### config.mk
export PLATFORM = sky130hd
export DESIGN_NAME = effect_fade_envelope_unit
export DESIGN_NICKNAME = d
export VERILOG_FILES = /design/src/efe_pkg.sv /design/src/efe_ctrl.sv /design/src/efe_dp.sv /design/src/effect_fade_envelope_unit.sv
export VERILOG_INCLUDE_DIRS = /design/src /design/src/src
export SDC_FILE = /design/constraint.sdc
export NUM_CORES = 1
export LEC_CHECK = 0
export BUFFER_PORTS_ARGS = -buffer_cell sky130_fd_sc_hd__buf_2
export CORE_MARGIN = 2
export CORE_UTILIZATION = 39
export CTS_CLUSTER_DIAMETER = 80
export DETAILED_ROUTE_END_ITERATION = 6
export SETUP_SLACK_MARGIN = 0.05
export SLEW_MARGIN = 20
export SYNTH_ARGS = -nofsm -noshare
export SYNTH_HDL_FRONTEND = slang
export SYNTH_SLANG_ARGS = --single-unit
export TNS_END_PERCENT = 50
### constraint.sdc
create_clock -name clk -period 6.5 [get_ports clk]
set_clock_uncertainty 0.1 [all_clocks]
set_input_delay 1.3 -clock clk [delete_from_list [all_inputs] [get_ports clk]]
set_output_delay 1.3 -clock clk [all_outputs]
set_load 0.005 [all_outputs]
### src/effect_fade_envelope_unit_assert.svh
// Assertion macros for the fade envelope unit.
// Included by the top level; needs no package and defines only macros.
`ifndef EFFECT_FADE_ENVELOPE_UNIT_ASSERT_SVH
`define EFFECT_FADE_ENVELOPE_UNIT_ASSERT_SVH

// The consequent must hold in the same cycle as the antecedent.
`define EFE_ASSERT_NOW(label, clk, rst_n, ante, cons) \
	label: assert property (@(posedge clk) disable iff (!rst_n) (ante) |-> (cons)) \
		else $error("fade envelope assertion failed");

// The consequent must hold in the cycle after the antecedent.
`define EFE_ASSERT_NEXT(label, clk, rst_n, ante, cons) \
	label: assert property (@(posedge clk) disable iff (!rst_n) (ante) |=> (cons)) \
		else $error("fade envelope assertion failed");

`endif

### src/efe_pkg.sv
// Shared types and constants of the fade envelope unit.
// Used by the controller, the datapath and the top level; depends on nothing.
`default_nettype none

package efe_pkg;

	// Field widths
	localparam int LEVEL_W   = 3;
	localparam int ELAPSED_W = 10;
	localparam int DUR_W     = 16;
	localparam int TIMER_W   = 17;
	localparam int ALPHA_W   = 9;
	localparam int FRAC_W    = 8;
	localparam int CNT_W     = 3;
	localparam int IDX_W     = 2;

	// Highest level a trigger may ask for
	localparam logic [LEVEL_W-1:0] NUM_EFFECTS = 3'd4;

	localparam logic [TIMER_W-1:0] TIMER_MAX  = 17'h1FFFF;
	localparam logic [ALPHA_W-1:0] ALPHA_FULL = 9'd256;

	// Register reset values
	localparam logic [DUR_W-1:0] FADE_IN_RST  = 16'd300;
	localparam logic [DUR_W-1:0] HOLD_RST     = 16'd1500;
	localparam logic [DUR_W-1:0] FADE_OUT_RST = 16'd500;

	// Register indexes
	localparam logic [IDX_W-1:0] REG_FADE_IN  = 2'd0;
	localparam logic [IDX_W-1:0] REG_HOLD     = 2'd1;
	localparam logic [IDX_W-1:0] REG_FADE_OUT = 2'd2;

	// Item kinds
	localparam logic KIND_TICK    = 1'b0;
	localparam logic KIND_TRIGGER = 1'b1;

	typedef enum logic [1:0] {
		PH_FADE_IN  = 2'd0,
		PH_HOLD     = 2'd1,
		PH_FADE_OUT = 2'd2
	} phase_t;

	typedef enum logic [2:0] {
		ST_IDLE,
		ST_SUM,
		ST_STEP,
		ST_PREP,
		ST_DIV,
		ST_EMIT
	} efe_state_t;

	// Commands from the controller to the datapath
	typedef struct packed {
		logic capture;
		logic sum;
		logic step;
		logic div_init;
		logic div_iter;
		logic out_load;
	} efe_cmd_t;

	// Status from the datapath to the controller
	typedef struct packed {
		logic div_last;
	} efe_sts_t;

endpackage

`default_nettype wire

### src/efe_ctrl.sv
// Controller state machine of the fade envelope unit.
// Sequences one item through the datapath; depends on efe_pkg.
`default_nettype none

module efe_ctrl import efe_pkg::*; (
	input  wire logic     clk,
	input  wire logic     arst_n,
	input  wire logic     s_tvalid,
	output logic          s_tready,
	output logic          m_tvalid,
	input  wire logic     m_tready,
	input  wire efe_sts_t sts,
	output efe_cmd_t      cmd
);

	efe_state_t state_q, state_d;
	logic       m_valid_q;
	logic       emit_go;

	// The result register is free when empty or being taken this cycle
	assign emit_go = (state_q == ST_EMIT) && (!m_valid_q || m_tready);

	// State register
	always_ff @(posedge clk or negedge arst_n) begin
		if (!arst_n) begin
			state_q <= ST_IDLE;
		end else begin
			state_q <= state_d;
		end
	end

	// Output valid flag
	always_ff @(posedge clk or negedge arst_n) begin
		if (!arst_n) begin
			m_valid_q <= 1'b0;
		end else if (emit_go) begin
			m_valid_q <= 1'b1;
		end else if (m_tready) begin
			m_valid_q <= 1'b0;
		end
	end

	// Next state
	always_comb begin
		state_d = state_q;
		unique case (state_q)
			ST_IDLE: begin
				if (s_tvalid) begin
					state_d = ST_SUM;
				end
			end
			ST_SUM:  state_d = ST_STEP;
			ST_STEP: state_d = ST_PREP;
			ST_PREP: state_d = ST_DIV;
			ST_DIV: begin
				if (sts.div_last) begin
					state_d = ST_EMIT;
				end
			end
			ST_EMIT: begin
				if (emit_go) begin
					state_d = ST_IDLE;
				end
			end
			default: state_d = ST_IDLE;
		endcase
	end

	// Commands and handshake outputs
	always_comb begin
		cmd      = '0;
		s_tready = 1'b0;
		unique case (state_q)
			ST_IDLE: begin
				s_tready    = 1'b1;
				cmd.capture = s_tvalid;
			end
			ST_SUM:  cmd.sum      = 1'b1;
			ST_STEP: cmd.step     = 1'b1;
			ST_PREP: cmd.div_init = 1'b1;
			ST_DIV:  cmd.div_iter = 1'b1;
			ST_EMIT: cmd.out_load = emit_go;
			default: cmd = '0;
		endcase
	end

	assign m_tvalid = m_valid_q;

endmodule

`default_nettype wire

### src/efe_dp.sv
// Datapath of the fade envelope unit: registers, envelope state,
// timer update and a bit-serial alpha divider. Depends on efe_pkg.
`default_nettype none

module efe_dp import efe_pkg::*; (
	input  wire logic                 clk,
	input  wire logic                 arst_n,
	input  wire logic                 cfg_we,
	input  wire logic [IDX_W-1:0]     cfg_index,
	input  wire logic [DUR_W-1:0]     cfg_wdata,
	input  wire logic                 in_kind,
	input  wire logic [LEVEL_W-1:0]   in_level,
	input  wire logic [ELAPSED_W-1:0] in_elapsed,
	input  wire efe_cmd_t             cmd,
	output efe_sts_t                  sts,
	output logic [LEVEL_W-1:0]        out_level,
	output logic [1:0]                out_phase,
	output logic [ALPHA_W-1:0]        out_alpha,
	output logic                      out_accepted
);

	logic [DUR_W-1:0]     fade_in_q, hold_q, fade_out_q;
	logic                 kind_q;
	logic [LEVEL_W-1:0]   req_q;
	logic [ELAPSED_W-1:0] elapsed_q;
	logic [LEVEL_W-1:0]   level_q;
	phase_t               phase_q;
	logic [TIMER_W-1:0]   timer_q;
	logic                 acc_q;
	logic [DUR_W-1:0]     div_dur_q;
	logic [DUR_W-1:0]     rem_q;
	logic [FRAC_W-1:0]    quo_q;
	logic                 sat_q;
	logic [CNT_W-1:0]     cnt_q;

	logic [TIMER_W:0]     sum_wide;
	logic [TIMER_W-1:0]   sum_sat;
	logic                 trig_ok;
	logic [DUR_W-1:0]     step_dur;
	logic                 step_reached;
	logic [TIMER_W-1:0]   step_rest;
	logic [TIMER_W-1:0]   rem2;
	logic                 rem_ge;
	logic [TIMER_W-1:0]   rem_diff;
	logic [ALPHA_W-1:0]   ramp;
	logic [ALPHA_W-1:0]   alpha_d;

	// Configuration registers
	always_ff @(posedge clk or negedge arst_n) begin
		if (!arst_n) begin
			fade_in_q  <= FADE_IN_RST;
			hold_q     <= HOLD_RST;
			fade_out_q <= FADE_OUT_RST;
		end else if (cfg_we) begin
			if (cfg_index == REG_FADE_IN) begin
				fade_in_q <= cfg_wdata;
			end
			if (cfg_index == REG_HOLD) begin
				hold_q <= cfg_wdata;
			end
			if (cfg_index == REG_FADE_OUT) begin
				fade_out_q <= cfg_wdata;
			end
		end
	end

	// Input capture on the accepted transaction
	always_ff @(posedge clk) begin
		if (cmd.capture) begin
			kind_q    <= in_kind;
			req_q     <= in_level;
			elapsed_q <= in_elapsed;
		end
	end

	// Saturating timer add and the trigger priority check
	assign sum_wide = {1'b0, timer_q} + (TIMER_W + 1)'(elapsed_q);
	assign sum_sat  = sum_wide[TIMER_W] ? TIMER_MAX : sum_wide[TIMER_W-1:0];
	assign trig_ok  = (req_q <= NUM_EFFECTS) && ((level_q == '0) || (req_q > level_q));

	// Duration of the phase that is running
	always_comb begin
		unique case (phase_q)
			PH_FADE_IN: step_dur = fade_in_q;
			PH_HOLD:    step_dur = hold_q;
			default:    step_dur = fade_out_q;
		endcase
	end

	assign step_reached = timer_q >= TIMER_W'(step_dur);
	assign step_rest    = timer_q - TIMER_W'(step_dur);

	// Envelope state: trigger or timer add, then at most one phase change
	always_ff @(posedge clk or negedge arst_n) begin
		if (!arst_n) begin
			level_q <= '0;
			phase_q <= PH_FADE_IN;
			timer_q <= '0;
			acc_q   <= 1'b0;
		end else if (cmd.sum) begin
			acc_q <= 1'b0;
			if (kind_q == KIND_TRIGGER) begin
				if (trig_ok) begin
					level_q <= req_q;
					phase_q <= PH_FADE_IN;
					timer_q <= '0;
					acc_q   <= 1'b1;
				end
			end else if (level_q != '0) begin
				timer_q <= sum_sat;
			end
		end else if (cmd.step) begin
			if ((kind_q == KIND_TICK) && (level_q != '0) && step_reached) begin
				unique case (phase_q)
					PH_FADE_IN: begin
						timer_q <= step_rest;
						phase_q <= PH_HOLD;
					end
					PH_HOLD: begin
						timer_q <= step_rest;
						phase_q <= PH_FADE_OUT;
					end
					default: begin
						level_q <= '0;
						phase_q <= PH_FADE_IN;
						timer_q <= '0;
					end
				endcase
			end
		end
	end

	// Restoring divider step: one quotient bit per cycle
	assign rem2     = {rem_q, 1'b0};
	assign rem_ge   = rem2 >= TIMER_W'(div_dur_q);
	assign rem_diff = rem2 - TIMER_W'(div_dur_q);

	always_ff @(posedge clk or negedge arst_n) begin
		if (!arst_n) begin
			cnt_q <= '0;
		end else if (cmd.div_init) begin
			cnt_q <= '0;
		end else if (cmd.div_iter) begin
			cnt_q <= cnt_q + CNT_W'(1);
		end
	end

	always_ff @(posedge clk) begin
		if (cmd.div_init) begin
			div_dur_q <= (phase_q == PH_FADE_IN) ? fade_in_q : fade_out_q;
			sat_q     <= timer_q >= TIMER_W'((phase_q == PH_FADE_IN) ? fade_in_q : fade_out_q);
			rem_q     <= timer_q[DUR_W-1:0];
			quo_q     <= '0;
		end else if (cmd.div_iter) begin
			if (rem_ge) begin
				rem_q <= rem_diff[DUR_W-1:0];
			end else begin
				rem_q <= rem2[DUR_W-1:0];
			end
			quo_q <= {quo_q[FRAC_W-2:0], rem_ge};
		end
	end

	assign sts.div_last = (cnt_q == CNT_W'(FRAC_W - 1));

	// Alpha from the phase and the ramp fraction
	assign ramp = sat_q ? ALPHA_FULL : ALPHA_W'(quo_q);

	always_comb begin
		if (level_q == '0) begin
			alpha_d = '0;
		end else begin
			unique case (phase_q)
				PH_FADE_IN: alpha_d = ramp;
				PH_HOLD:    alpha_d = ALPHA_FULL;
				default:    alpha_d = ALPHA_FULL - ramp;
			endcase
		end
	end

	// Result register
	always_ff @(posedge clk) begin
		if (cmd.out_load) begin
			out_level    <= level_q;
			out_phase    <= phase_q;
			out_alpha    <= alpha_d;
			out_accepted <= acc_q;
		end
	end

endmodule

`default_nettype wire

### src/effect_fade_envelope_unit.sv
// Each accepted item passes through these steps until its result is in the
// output register: capture, timer add or trigger check, phase change, divider
// set-up, eight quotient bits for the alpha fraction (a restoring divider, one
// quotient bit per cycle), and the result load, which waits for a free result
// register. The next item is taken in the cycle after that load, while the result
// may still wait for the downstream side. Configuration must be written only while
// no item is in flight (not enforced by the block); a write to index 3 has no effect.
// Top level of the fade envelope unit; uses efe_pkg, efe_ctrl, efe_dp and the
// assertion macro header.
`default_nettype none
`include "effect_fade_envelope_unit_assert.svh"

module effect_fade_envelope_unit import efe_pkg::*; (
	input  wire logic             clk,
	input  wire logic             arst_n,
	// Input item stream
	input  wire logic             s_tvalid,
	output logic                  s_tready,
	input  wire logic [15:0]      s_tdata,   // requested_level[2:0], elapsed_ms[12:3], zero pad
	input  wire logic             s_tuser,   // kind: 0 tick, 1 trigger
	// Result stream
	output logic                  m_tvalid,
	input  wire logic             m_tready,
	output logic [15:0]           m_tdata,   // active_level[2:0], phase[4:3],
	                                         // alpha_q8[13:5], accepted[14], zero pad
	// Configuration write port
	input  wire logic             cfg_we,
	input  wire logic [IDX_W-1:0] cfg_index,
	input  wire logic [DUR_W-1:0] cfg_wdata
);

	efe_cmd_t           cmd;
	efe_sts_t           sts;
	logic [LEVEL_W-1:0] out_level;
	logic [1:0]         out_phase;
	logic [ALPHA_W-1:0] out_alpha;
	logic               out_accepted;

	// Sequencing
	efe_ctrl u_ctrl (
		.clk      (clk),
		.arst_n   (arst_n),
		.s_tvalid (s_tvalid),
		.s_tready (s_tready),
		.m_tvalid (m_tvalid),
		.m_tready (m_tready),
		.sts      (sts),
		.cmd      (cmd)
	);

	// Envelope state and arithmetic
	efe_dp u_dp (
		.clk          (clk),
		.arst_n       (arst_n),
		.cfg_we       (cfg_we),
		.cfg_index    (cfg_index),
		.cfg_wdata    (cfg_wdata),
		.in_kind      (s_tuser),
		.in_level     (s_tdata[2:0]),
		.in_elapsed   (s_tdata[12:3]),
		.cmd          (cmd),
		.sts          (sts),
		.out_level    (out_level),
		.out_phase    (out_phase),
		.out_alpha    (out_alpha),
		.out_accepted (out_accepted)
	);

	// Result packing
	assign m_tdata = {1'b0, out_accepted, out_alpha, out_phase, out_level};

	// One item at a time: no input is taken in the cycle after an acceptance
	`EFE_ASSERT_NEXT(a_one_item, clk, arst_n, s_tvalid && s_tready, !s_tready)
	// Alpha never exceeds full strength
	`EFE_ASSERT_NOW(a_alpha_range, clk, arst_n, m_tvalid, m_tdata[13:5] <= ALPHA_FULL)
	// An idle result reads fade-in with zero alpha
	`EFE_ASSERT_NOW(a_idle_zero, clk, arst_n, m_tvalid && (m_tdata[2:0] == 3'd0),
		(m_tdata[13:5] == 9'd0) && (m_tdata[4:3] == PH_FADE_IN))

endmodule

`default_nettype wire
==> results.py, run 1 <==
metrics = {
    "outcome": {
        "outcome": "finished, final reports clean",
    },
    "worst_setup_path": {
        "worst-r2r-setup-slack_ps": 1840,
        "cp.arrival_ps": 4860,
        "worstSetupStartpointType": "register",
        "end_kind": "register",
        "crit_path_cell_trace": "buf_4 > mux2i_1 > o21ai_0 > inv_1 > ha_1 > nor2b_1 > o31ai_1 > a211oi_2 > nor3b_2 > nor2_4 > o22a_1 > mux2i_1 > nand3_1",
        "rr_endpoint": "u_dp.timer_q[16]$_DFFE_PN0P_",
        "worst-r2r-cell-count": 13,
        "r2r_start": "u_dp.phase_q[0]$_DFFE_PN0P_",
        "path_delay_family": "compound AO/OA/AOI/OAI gates",
        "crit_slowest_cell": "dfrtp_1",
        "critical-path-max-stage-delay_ps": 960,
        "critPathBufInv": 2,
        "critPathRequiredTime_ps": 6700,
        "critPathKind": "register to register",
        "worst-path-max-fanout": 29,
        "critPathMostFrequentCell": "mux2i_1",
    },
    "yosys": {
        "ys_seq_elements": 148,
        "synth_ff_type": "edfxtp_1",
        "synth_cells": 937,
        "async_flop_share_pct": 52.70,
        "yosysSeqAreaShare_pct": 43.17,
        "syn-mean-instance-area_sq_um": 9.876,
        "synthesis.nets": 1044,
        "synth_cell_types": 73,
        "netlist_area_sq_um": 9254,
        "yosys_warnings": 0,
        "synth_edf_count": 62,
    },
    "die": {
        "die-width_um": 158.0,
        "dieArea_sq_um": 24980,
        "die_h_um": 158.0,
        "rows": 56,
        "ios": 58,
        "start_util_pct": 39.54,
        "core_sq_um": 23400,
    },
    "pwr": {
        "switchingPower_uw": 2443,
        "cell_internal_pwr_uw": 3207,
        "p_clk_share_pct": 17.2,
        "powerDensity_nw_per_um2": 542.5,
        "switching_share_pct": 43.24,
        "leakagePower_uw": 0.004344,
        "pwr-share-comb_pct": 54.0,
        "power_frac_seq_pct": 28.8,
        "vdd_drop_max_uv": 237.9,
    },
    "timing": {
        "final-max-slew-violation-count": 0,
        "setup_tns_ps": 0,
        "hold_ws_ps": 358.3,
        "rsz0062_at_grt": "no",
        "fin_crit_ps": 4661,
        "slew_headroom_pct": 32.26,
        "finalSetupViolCount": 0,
        "worstMarginPinSlew_ps": 1012,
        "hold_viol": 0,
        "fmax_mhz": 214.5,
        "setup_ws_ps": 1839,
        "period_share_pct": 71.71,
    },
    "grt": {
        "antenna_found_initial": 0,
        "grt_pass1_vias": 6670,
        "grt_pass1_wl_um": 34890,
        "grt_max_degree": 44,
        "grt-ovfl-total": 0,
        "grt_util_all_layers_pct": 17.95,
    },
    "clock_tree": {
        "cts_buffer_depth": 2,
        "h-tree-depth": 4,
        "cts_resized": 0,
        "clock_latency_ps": 430,
        "cts_setup_buffers": 0,
        "path_clk_slew_ps": 70,
        "cts_sinks": 148,
        "cts_made_buffers": 17,
        "tritoncts": "yes",
        "cts_hold_buf": 0,
        "cts-root-buf": "clkbuf_16",
    },
    "placement": {
        "gp_congestion": 0.8276,
        "hpwlAfterDp_um": 15710,
        "place_area_sq_um": 9828,
        "dp_slack_ps": 1907,
        "io_buffers": 53,
    },
    "finish": {
        "area_delta_synth_final_pct": 12.52,
        "fillCellCount": 2271,
        "nNetsFinal": 1088,
        "finalInstanceArea_sq_um": 10410,
        "num_antenna_cells": 0,
        "regArea_sq_um": 3995,
        "fin_util_pct": 44.49,
        "multiInputGateArea_sq_um": 4892,
        "drive_gt1_share_pct": 18.61,
    },
    "detailed_routing": {
        "drt-total-wl_um": 21410,
        "drt_iter0_drc": 434,
        "wl_per_cell_um": 16.30,
        "drcViolationCount": 0,
        "vias": 7073,
        "postRouteAntennaNets": 0,
        "first_pass_iters": 5,
        "viasPerCell": 5.387,
    },
    "hold_path": {
        "hold_depth": 0,
        "hold-path-endpoint": "u_dp.out_accepted$_DFFE_PP_",
        "hp-start": "u_dp.acc_q$_DFFE_PN0P_",
        "hold_class": "register to register",
    },
    "flow_run": {
        "maxCapViolCount": 0,
    },
}
-- kinds of logic (layout without fill, tap and decap cells) --
group	after synthesis	in the layout	share of synthesized area, %
simple gates	260	260	13.37
compound gates	259	259	17.69
flops	148	148	43.17
buf+inv	92	149	4.043
mux	82	82	9.735
fa+ha+maj	67	67	9.302
xor+xnor	28	28	2.650
other cells	1	1	0.04052
-- synthesized netlist by cell type (all sizes together) (6+ instances only) --
cell / count / area (sq um)
dfrtp: 61 / 1526
nor2b: 11 / 68.82
nor3: 19 / 106.4
o211ai: 7 / 52.55
dfxtp: 8 / 160.2
o21a: 11 / 82.58
xor2: 13 / 113.9
nor2: 110 / 420.4
ha: 64 / 800.8
or3: 6 / 37.54
clkbuf: 26 / 97.59
and2: 6 / 37.54
a21oi: 104 / 520.5
o31ai: 6 / 45.04
a211oi: 15 / 117.6
edfxtp: 62 / 1862
a221oi: 6 / 58.80
a21o: 18 / 135.1
inv: 53 / 198.9
nand2: 47 / 176.4
a31oi: 15 / 93.84
mux2: 64 / 720.7
buf: 11 / 70.06
nand2b: 16 / 100.1
dfstp: 17 / 446.7
o21ai: 37 / 185.2
mux2i: 18 / 180.2
xnor2: 15 / 131.4
nand3: 17 / 85.08
-- routing by layer --
metal	part of all wire, %	up-vias	global-route usage, %
li1	-	3516	-
met1	47	3411	24.36
met2	48	119	29.59
met3	2.9	27	2.902
met4	2.0	0	5.320
met5	0	-	0
-- worst register-to-register path: stages, from the launching register on --
cell and delay [ps]:
dfrtp_1 960, buf_4 350, mux2i_1 100, o21ai_0 470
inv_1 110, ha_1 310, nor2b_1 160, o31ai_1 130
a211oi_2 350, nor3b_2 130, nor2_4 200, o22a_1 810
mux2i_1 260, nand3_1 90
-- how the worst max path moves through the flow --
stage | start | endpoint | slack, ps | cells past startpoint
2_1_floorplan | u_dp.phase_q[0]$_DFFE_PN0P_ | u_dp.timer_q[14]$_DFFE_PN0P_ | 2780 | 14
5_1_grt | u_dp.phase_q[0]$_DFFE_PN0P_ | u_dp.timer_q[16]$_DFFE_PN0P_ | 1520 | 13
3_3_place_gp | u_dp.phase_q[0]$_DFFE_PN0P_ | u_dp.timer_q[16]$_DFFE_PN0P_ | 1980 | 13
4_1_cts | u_dp.phase_q[0]$_DFFE_PN0P_ | u_dp.timer_q[16]$_DFFE_PN0P_ | 1900 | 13
3_5_place_dp | u_dp.phase_q[0]$_DFFE_PN0P_ | u_dp.timer_q[16]$_DFFE_PN0P_ | 1910 | 13
6_report | u_dp.phase_q[0]$_DFFE_PN0P_ | u_dp.timer_q[16]$_DFFE_PN0P_ | 1840 | 13
-- sequential cells by signal, indices dropped and copies added (netlist names), 2 cells and up --
name	count
u_ctrl.state_q	3
u_dp.cnt_q	3
u_dp.div_dur_q	16
u_dp.elapsed_q	10
u_dp.fade_in_q	16
u_dp.fade_out_q	16
u_dp.hold_q	16
u_dp.level_q	3
u_dp.out_alpha	9
u_dp.out_level	3
u_dp.out_phase	2
u_dp.phase_q	2
u_dp.quo_q	8
u_dp.rem_q	16
u_dp.req_q	3
u_dp.timer_q	17
-- power groups by stage --
stage | logic [uW] | clock network (uW) | registers (uW)
final | 3050 | 972 | 1630
after floorplan | 2450 | 0 | 1500
after detailed placement | 3030 | 0 | 1650
after global routing | 3450 | 1030 | 1670
after global placement | 2990 | 0 | 1640
after CTS | 3050 | 994 | 1630
-- cells in the final DEF, fill, tap and decap left out, types with 16 or more instances in the layout --
| master | count |
|---|---|
| nand2_1 | 47 |
| nand2b_1 | 16 |
| mux2_2 | 64 |
| a21oi_1 | 104 |
| o21ai_0 | 35 |
| mux2i_1 | 18 |
| dfrtp_1 | 61 |
| nand3_1 | 17 |
| ha_1 | 64 |
| inv_1 | 53 |
| edfxtp_1 | 62 |
| a21o_1 | 18 |
| buf_2 | 52 |
| dfstp_2 | 17 |
| nor2_1 | 108 |
| clkbuf_16 | 20 |
| nor3_1 | 18 |
-- through the flow --
step | std cells | power, uW
3_3_place_gp | 1281 | 4633
2_1_floorplan | 937 | 3958
3_5_place_dp | 1281 | 4677
4_1_cts | 1313 | 5674
6_report | 1313 | 5649
5_1_grt | 1313 | 6149
-- final cells by class --
class                           count  share of cell area [%]
Tap cell                          319                   3.833
Multi-Input combinational cell    697                   46.98
Clock buffer                       24                   5.047
Inverter                           55                   1.983
Clock inverter                      8                  0.5648
Timing Repair Buffer               62                   3.220
Sequential cell                   148                   38.37
Note: power is estimated with default switching activity, not from simulation.
==> run 2: changes to the inputs <==
- clock period: 6.5 -> 4.81 ns (I/O delays scaled with it)
==> run 2 against run 1 <==
Net effect: the run now ends with design-rule violations left; sequential share of layout area shrank 0.36 points; final cell count grew 0.30%; setup slack lost 1300 ps; fmax grew 9.8%; flip-flop and latch count is the same; die area is the same; critical path depth is the same; combinational power grew 38%.
==> results.py, run 2 (synthesis results as in run 1) <==
metrics = {
    "pwr": {
        "vdd_drop_max_uv": 286.7,
        "powerDensity_nw_per_um2": 744.0,
        "leakagePower_uw": 0.004400,
    },
    "placement": {
        "gp_congestion": 0.8587,
        "io_buffers": 53,
        "hpwlAfterDp_um": 15850,
        "dp_slack_ps": 659.4,
        "placed_cells": 1285,
    },
    "clock_tree": {
        "cts_resized": 0,
        "tritoncts": "yes",
        "h-tree-depth": 4,
        "cts_buffer_depth": 2,
        "cts_hold_buf": 0,
        "clock_latency_ps": 440,
        "cts_sinks": 148,
        "cts_setup_buffers": 0,
        "path_clk_slew_ps": 70,
        "cts_made_buffers": 17,
        "cts-root-buf": "clkbuf_16",
    },
    "finish": {
        "area_delta_synth_final_pct": 13.59,
        "multiInputGateArea_sq_um": 4898,
        "largest_reg_flops": 17,
        "top_register": "u_dp.timer_q",
        "final_common_cell": "nor2_1",
        "fillCellCount": 2274,
        "drive_gt1_share_pct": 19.14,
        "final_cell_mix": "108 x nor2_1, 104 x a21oi_1, 64 x mux2_2, 64 x ha_1, 62 x edfxtp_1",
        "num_antenna_cells": 0,
        "nNetsFinal": 1092,
        "finalNonFillerCells": 1317,
        "regArea_sq_um": 3995,
    },
    "detailed_routing": {
        "drt-total-wl_um": 22160,
        "vias": 7093,
        "postRouteAntennaNets": 0,
        "drcViolationCount": 4,
        "drt_iter0_drc": 496,
        "viasPerCell": 5.386,
        "wl_per_cell_um": 16.83,
        "first_pass_iters": 7,
    },
    "worst_setup_path": {
        "crit_slowest_cell": "dfrtp_1",
        "end_kind": "register",
        "crit_path_cell_trace": "mux2i_1 > nor2_1 > a21oi_1 > ha_1 > a21o_1 > a211o_1 > a311oi_1 > nor3b_2 > nor2_4 > o22a_1 > buf_4 > o21ai_0 > o21ai_1",
        "worstSetupStartpointType": "register",
        "cp.depth": 13,
        "worst-path-max-fanout": 20,
        "worst-r2r-cell-count": 13,
        "critPathBufInv": 1,
        "cp.arrival_ps": 4460,
        "critPathKind": "register to register",
        "critical-path-max-stage-delay_ps": 1000,
        "path_delay_family": "compound AO/OA/AOI/OAI gates",
        "critPathRequiredTime_ps": 5020,
    },
    "grt": {
        "antenna_found_initial": 0,
        "grt_pass1_vias": 6474,
        "grt_pass1_wl_um": 34620,
        "grt-ovfl-total": 0,
        "grt_max_degree": 79,
        "grt_util_all_layers_pct": 18.05,
    },
    "flow_run": {
        "maxCapViolCount": 0,
    },
    "die": {
        "start_util_pct": 39.54,
        "die_h_um": 158.0,
        "die-width_um": 158.0,
        "rows": 56,
        "ios": 58,
        "dieArea_sq_um": 24980,
        "core_sq_um": 23400,
    },
    "timing": {
        "setup_tns_ps": 0,
        "fmax_mhz": 235.5,
        "finalSetupViolCount": 0,
        "final-max-slew-violation-count": 0,
        "hold_ws_ps": 353.7,
        "setup_ws_ps": 564.4,
        "period_share_pct": 88.27,
        "fin_crit_ps": 4246,
        "worstMarginPinSlew_ps": 1116,
        "slew_headroom_pct": 25.52,
        "hold_viol": 0,
        "rsz0062_at_grt": "no",
    },
    "outcome": {
        "outcome": "complete, but fails checks",
        "violations": "design-rule violations",
    },
    "hold_path": {
        "hold_class": "register to register",
        "hold_depth": 0,
    },
}
==> run 2: cell types whose count changed in the layout (fill, tap and decap cells not counted), sizes merged <==
cell / change
clkinv: +1
buf: +4
clkinvlp: -1
inv: +2
bufinv: +2
clkbuf: -4
==> run 2: cell type report <==
type / instances / area share [%]
inverter: 55 / 1.964
tap: 319 / 3.797
multi-input combinational: 697 / 46.60
sequential: 148 / 38.01
timing repair buffer: 66 / 3.750
clock buffer: 20 / 4.559
clock inverter: 12 / 1.321
==> run 2: power breakdown <==
part | internal (uW) | leakage, uW | switching, uW
clock network | 836 | 0.000309 | 572
logic | 1790 | 0.00253 | 2440
registers | 1820 | 0.00156 | 372
==> run 2: final timing paths <==
kind	from	end	slack, ps
setup / recovery	u_dp.phase_q[0]$_DFFE_PN0P_	u_dp.timer_q[1]$_DFFE_PN0P_	560
hold / removal	u_dp.acc_q$_DFFE_PN0P_	u_dp.out_accepted$_DFFE_PP_	350
setup reg to reg	u_dp.phase_q[0]$_DFFE_PN0P_	u_dp.timer_q[1]$_DFFE_PN0P_	560
hold reg to reg	u_dp.acc_q$_DFFE_PN0P_	u_dp.out_accepted$_DFFE_PP_	350
max in group asynchronous	arst_n	u_ctrl.state_q[1]$_DFFE_PN0P_	3630
min in group asynchronous	arst_n	u_dp.fade_in_q[7]$_DFFE_PN0P_	460
==> run 2: metal layers <==
layer | share of wire (%) | routed length [um] | global-route usage, %
met1 | 47 | 10460 | 24.00
met2 | 48 | 10660 | 29.88
met3 | 3.0 | 658 | 3.285
met4 | 1.7 | 381 | 5.706
met5 | 0 | 0 | 0
==> run 2: through the flow <==
| step | instance area [sq um] | util, % | power (uW) |
|---|---|---|---|
| 2_1_floorplan | 9254 | - | 5349 |
| 3_3_place_gp | 9889 | 42.26 | 6320 |
| 3_5_place_dp | 9889 | 42.26 | 6392 |
| 4_1_cts | 10510 | 44.90 | 7834 |
| 5_1_grt | 10510 | 44.92 | 8410 |
| 6_report | 10510 | 44.92 | 7820 |
==> run 2: worst reg2reg max path: cells and delay by family, from the launching register on <==
family / cells / cell delay (ps)
multiplexers: 1 / 310
flip-flops: 1 / 1000
AO/OA/AOI/OAI: 7 / 1570
buffers and inverters: 1 / 270
AND/OR/NAND/NOR: 3 / 510
adder cells (fa/ha/maj): 1 / 360
==> run 3: changes to the inputs <==
- CORE_ASPECT_RATIO: unset -> 0.8
==> run 3 against run 2 <==
Net effect: the run now ends clean; total power fell by 1.1%; final cell count fell by 0.46%; fmax rose by 2.5%; combinational power fell by 0.9%; via count rose by 1.0%; routed wire length fell by 0.97%; clock-buffer cell count rose by 3; first-iteration DRC count fell by 1.2%; non-clock buffer count rose by 1; sequential power barely moved; flip-flop and latch count did not move; critical endpoint is now u_dp.sat_q$_DFFE_PP_; largest power group unchanged.
==> results.py, run 3 (synthesis results as in run 1) <==
metrics = {
    "worst_setup_path": {
        "end_kind": "register",
        "critical-path-max-stage-delay_ps": 980,
        "rr_endpoint": "u_dp.sat_q$_DFFE_PP_",
        "startpoint": "u_dp.phase_q[1]$_DFFE_PN0P_",
        "worst-r2r-cell-count": 14,
        "r2r_start": "u_dp.phase_q[1]$_DFFE_PN0P_",
        "worst-r2r-setup-slack_ps": 670,
        "worst-path-max-fanout": 29,
        "crit_slowest_cell": "dfrtp_1",
        "crit_path_cell_trace": "buf_4 > nor2_2 > buf_4 > mux2_2 > inv_1 > ha_1 > nor2b_1 > o21a_1 > o21ai_0 > nand2_1 > a21oi_1 > o21ai_0 > a221o_1 > a211o_1",
        "worstSetupStartpointType": "register",
        "cp.arrival_ps": 4210,
        "critPathRequiredTime_ps": 4880,
        "critPathKind": "register to register",
    },
    "pwr": {
        "vdd_drop_max_uv": 268.5,
        "totalPowerFinal_uw": 7732,
        "power_frac_seq_pct": 28.5,
        "pwr-share-comb_pct": 54.1,
        "switching_share_pct": 43.45,
        "switchingPower_uw": 3360,
        "cell_internal_pwr_uw": 4372,
        "powerDensity_nw_per_um2": 738.6,
        "leakagePower_uw": 0.004379,
        "p_clk_share_pct": 17.4,
    },
    "timing": {
        "slew_headroom_pct": 30.78,
        "fmax_mhz": 241.4,
        "finalSetupViolCount": 0,
        "fin_crit_ps": 4143,
        "rsz0062_at_grt": "no",
        "worstMarginPinSlew_ps": 1035,
        "final-max-slew-violation-count": 0,
        "setup_tns_ps": 0,
        "hold_viol": 0,
        "period_share_pct": 86.12,
    },
    "die": {
        "dieArea_sq_um": 24980,
        "rows": 50,
        "die_h_um": 141.8,
        "start_util_pct": 39.66,
        "die-width_um": 176.2,
        "ios": 58,
        "core_sq_um": 23330,
    },
    "outcome": {
        "outcome": "finished, final reports clean",
    },
    "detailed_routing": {
        "wl_per_cell_um": 16.74,
        "postRouteAntennaNets": 0,
        "viasPerCell": 5.465,
        "vias": 7165,
        "drt_iter0_drc": 490,
        "first_pass_iters": 7,
        "drcViolationCount": 0,
        "drt-total-wl_um": 21950,
    },
    "finish": {
        "area_delta_synth_final_pct": 13.11,
        "drive_gt1_share_pct": 19.22,
        "num_antenna_cells": 0,
        "nNetsFinal": 1093,
        "finalInstanceArea_sq_um": 10470,
        "largest_reg_flops": 17,
        "final_common_cell": "nor2_1",
        "final_cell_mix": "108 x nor2_1, 104 x a21oi_1, 64 x mux2_2, 64 x ha_1, 62 x edfxtp_1",
        "top_register": "u_dp.timer_q",
    },
    "hold_path": {
        "hp-start": "u_dp.acc_q$_DFFE_PN0P_",
        "hold_class": "register to register",
        "hold-path-endpoint": "u_dp.out_accepted$_DFFE_PP_",
        "hold_depth": 0,
    },
    "placement": {
        "hpwlAfterDp_um": 15920,
        "gp_congestion": 0.8555,
        "place_area_sq_um": 9863,
        "io_buffers": 53,
    },
    "grt": {
        "antenna_found_initial": 0,
        "grt_max_degree": 79,
        "grt_util_all_layers_pct": 18.25,
        "grt_pass1_wl_um": 36000,
        "grt-ovfl-total": 0,
        "grt_pass1_vias": 6689,
    },
    "clock_tree": {
        "cts_made_buffers": 17,
        "cts_buffer_depth": 2,
        "cts_resized": 0,
        "path_clk_slew_ps": 60,
        "clock_latency_ps": 430,
        "cts_sinks": 148,
        "cts-root-buf": "clkbuf_16",
        "h-tree-depth": 4,
        "cts_setup_buffers": 0,
        "tritoncts": "yes",
        "cts_hold_buf": 0,
    },
    "flow_run": {
        "maxCapViolCount": 0,
    },
}
## run 3: changes by cell type in the layout (fill, tap and decap cells not counted), moves of 2 or more
cell | before | now
clkbuf_8 | 0 | 3
buf_4 | 11 | 14
clkinv_2 | 3 | 0
bufinv_16 | 2 | 0
buf_12 | 2 | 0
clkinv_4 | 2 | 4
## run 3: how the worst max path moves through the flow
stage,to,slack (ps),cells after the start
global placement,u_dp.sat_q$_DFFE_PP_,850,14
detailed placement,u_dp.sat_q$_DFFE_PP_,780,14
floorplan,u_dp.timer_q[14]$_DFFE_PN0P_,1090,14
CTS,u_dp.sat_q$_DFFE_PP_,760,14
global route,u_dp.timer_q[14]$_DFFE_PN0P_,550,11
finish,u_dp.sat_q$_DFFE_PP_,670,14
## run 3: critical path: cells and delay by family (launching register included)
kind	cells	cell delay [ps]
AOI/OAI and AO/OA	6	1440
DFF	1	980
buffers and inverters	3	560
muxes	1	290
and+or+nand+nor	3	270
adders and majority gates	1	220
## run 3: cell type report
class | instances | area, sq um
clock buffer | 23 | 520.5
clock inverter | 9 | 80.08
fill | 2227 | 12870
inverter | 55 | 206.4
multi-input combinational | 697 | 4898
sequential | 148 | 3995
tap | 312 | 390.4
timing repair buffer | 67 | 376.6
## run 3: layer usage
layer	wire, um	track usage, %
met1	10860	26.93
met2	9794	27.55
met3	927	3.135
met4	369	4.959
met5	0	0
## run 3: power groups by stage
stage	clock, uW	combinational (uW)	sequential, uW
6_report	1350	4180	2200
3_3_place_gp	0	4100	2210
4_1_cts	1370	4180	2200
3_5_place_dp	0	4150	2220
2_1_floorplan	0	3320	2030
5_1_grt	1420	4710	2250
## run 3: through the flow
step                hold slack, ps  instances  utilization [%]  setup WS (ps)
floorplan                    323.1        937                -           1090
global placement             344.1       1279            42.27          849.8
detailed placement           362.3       1279            42.27          779.9
CTS                          375.2       1311            44.84          762.7
global route                 395.8       1311            44.86          551.8
finish                       373.5       1311            44.86          667.4
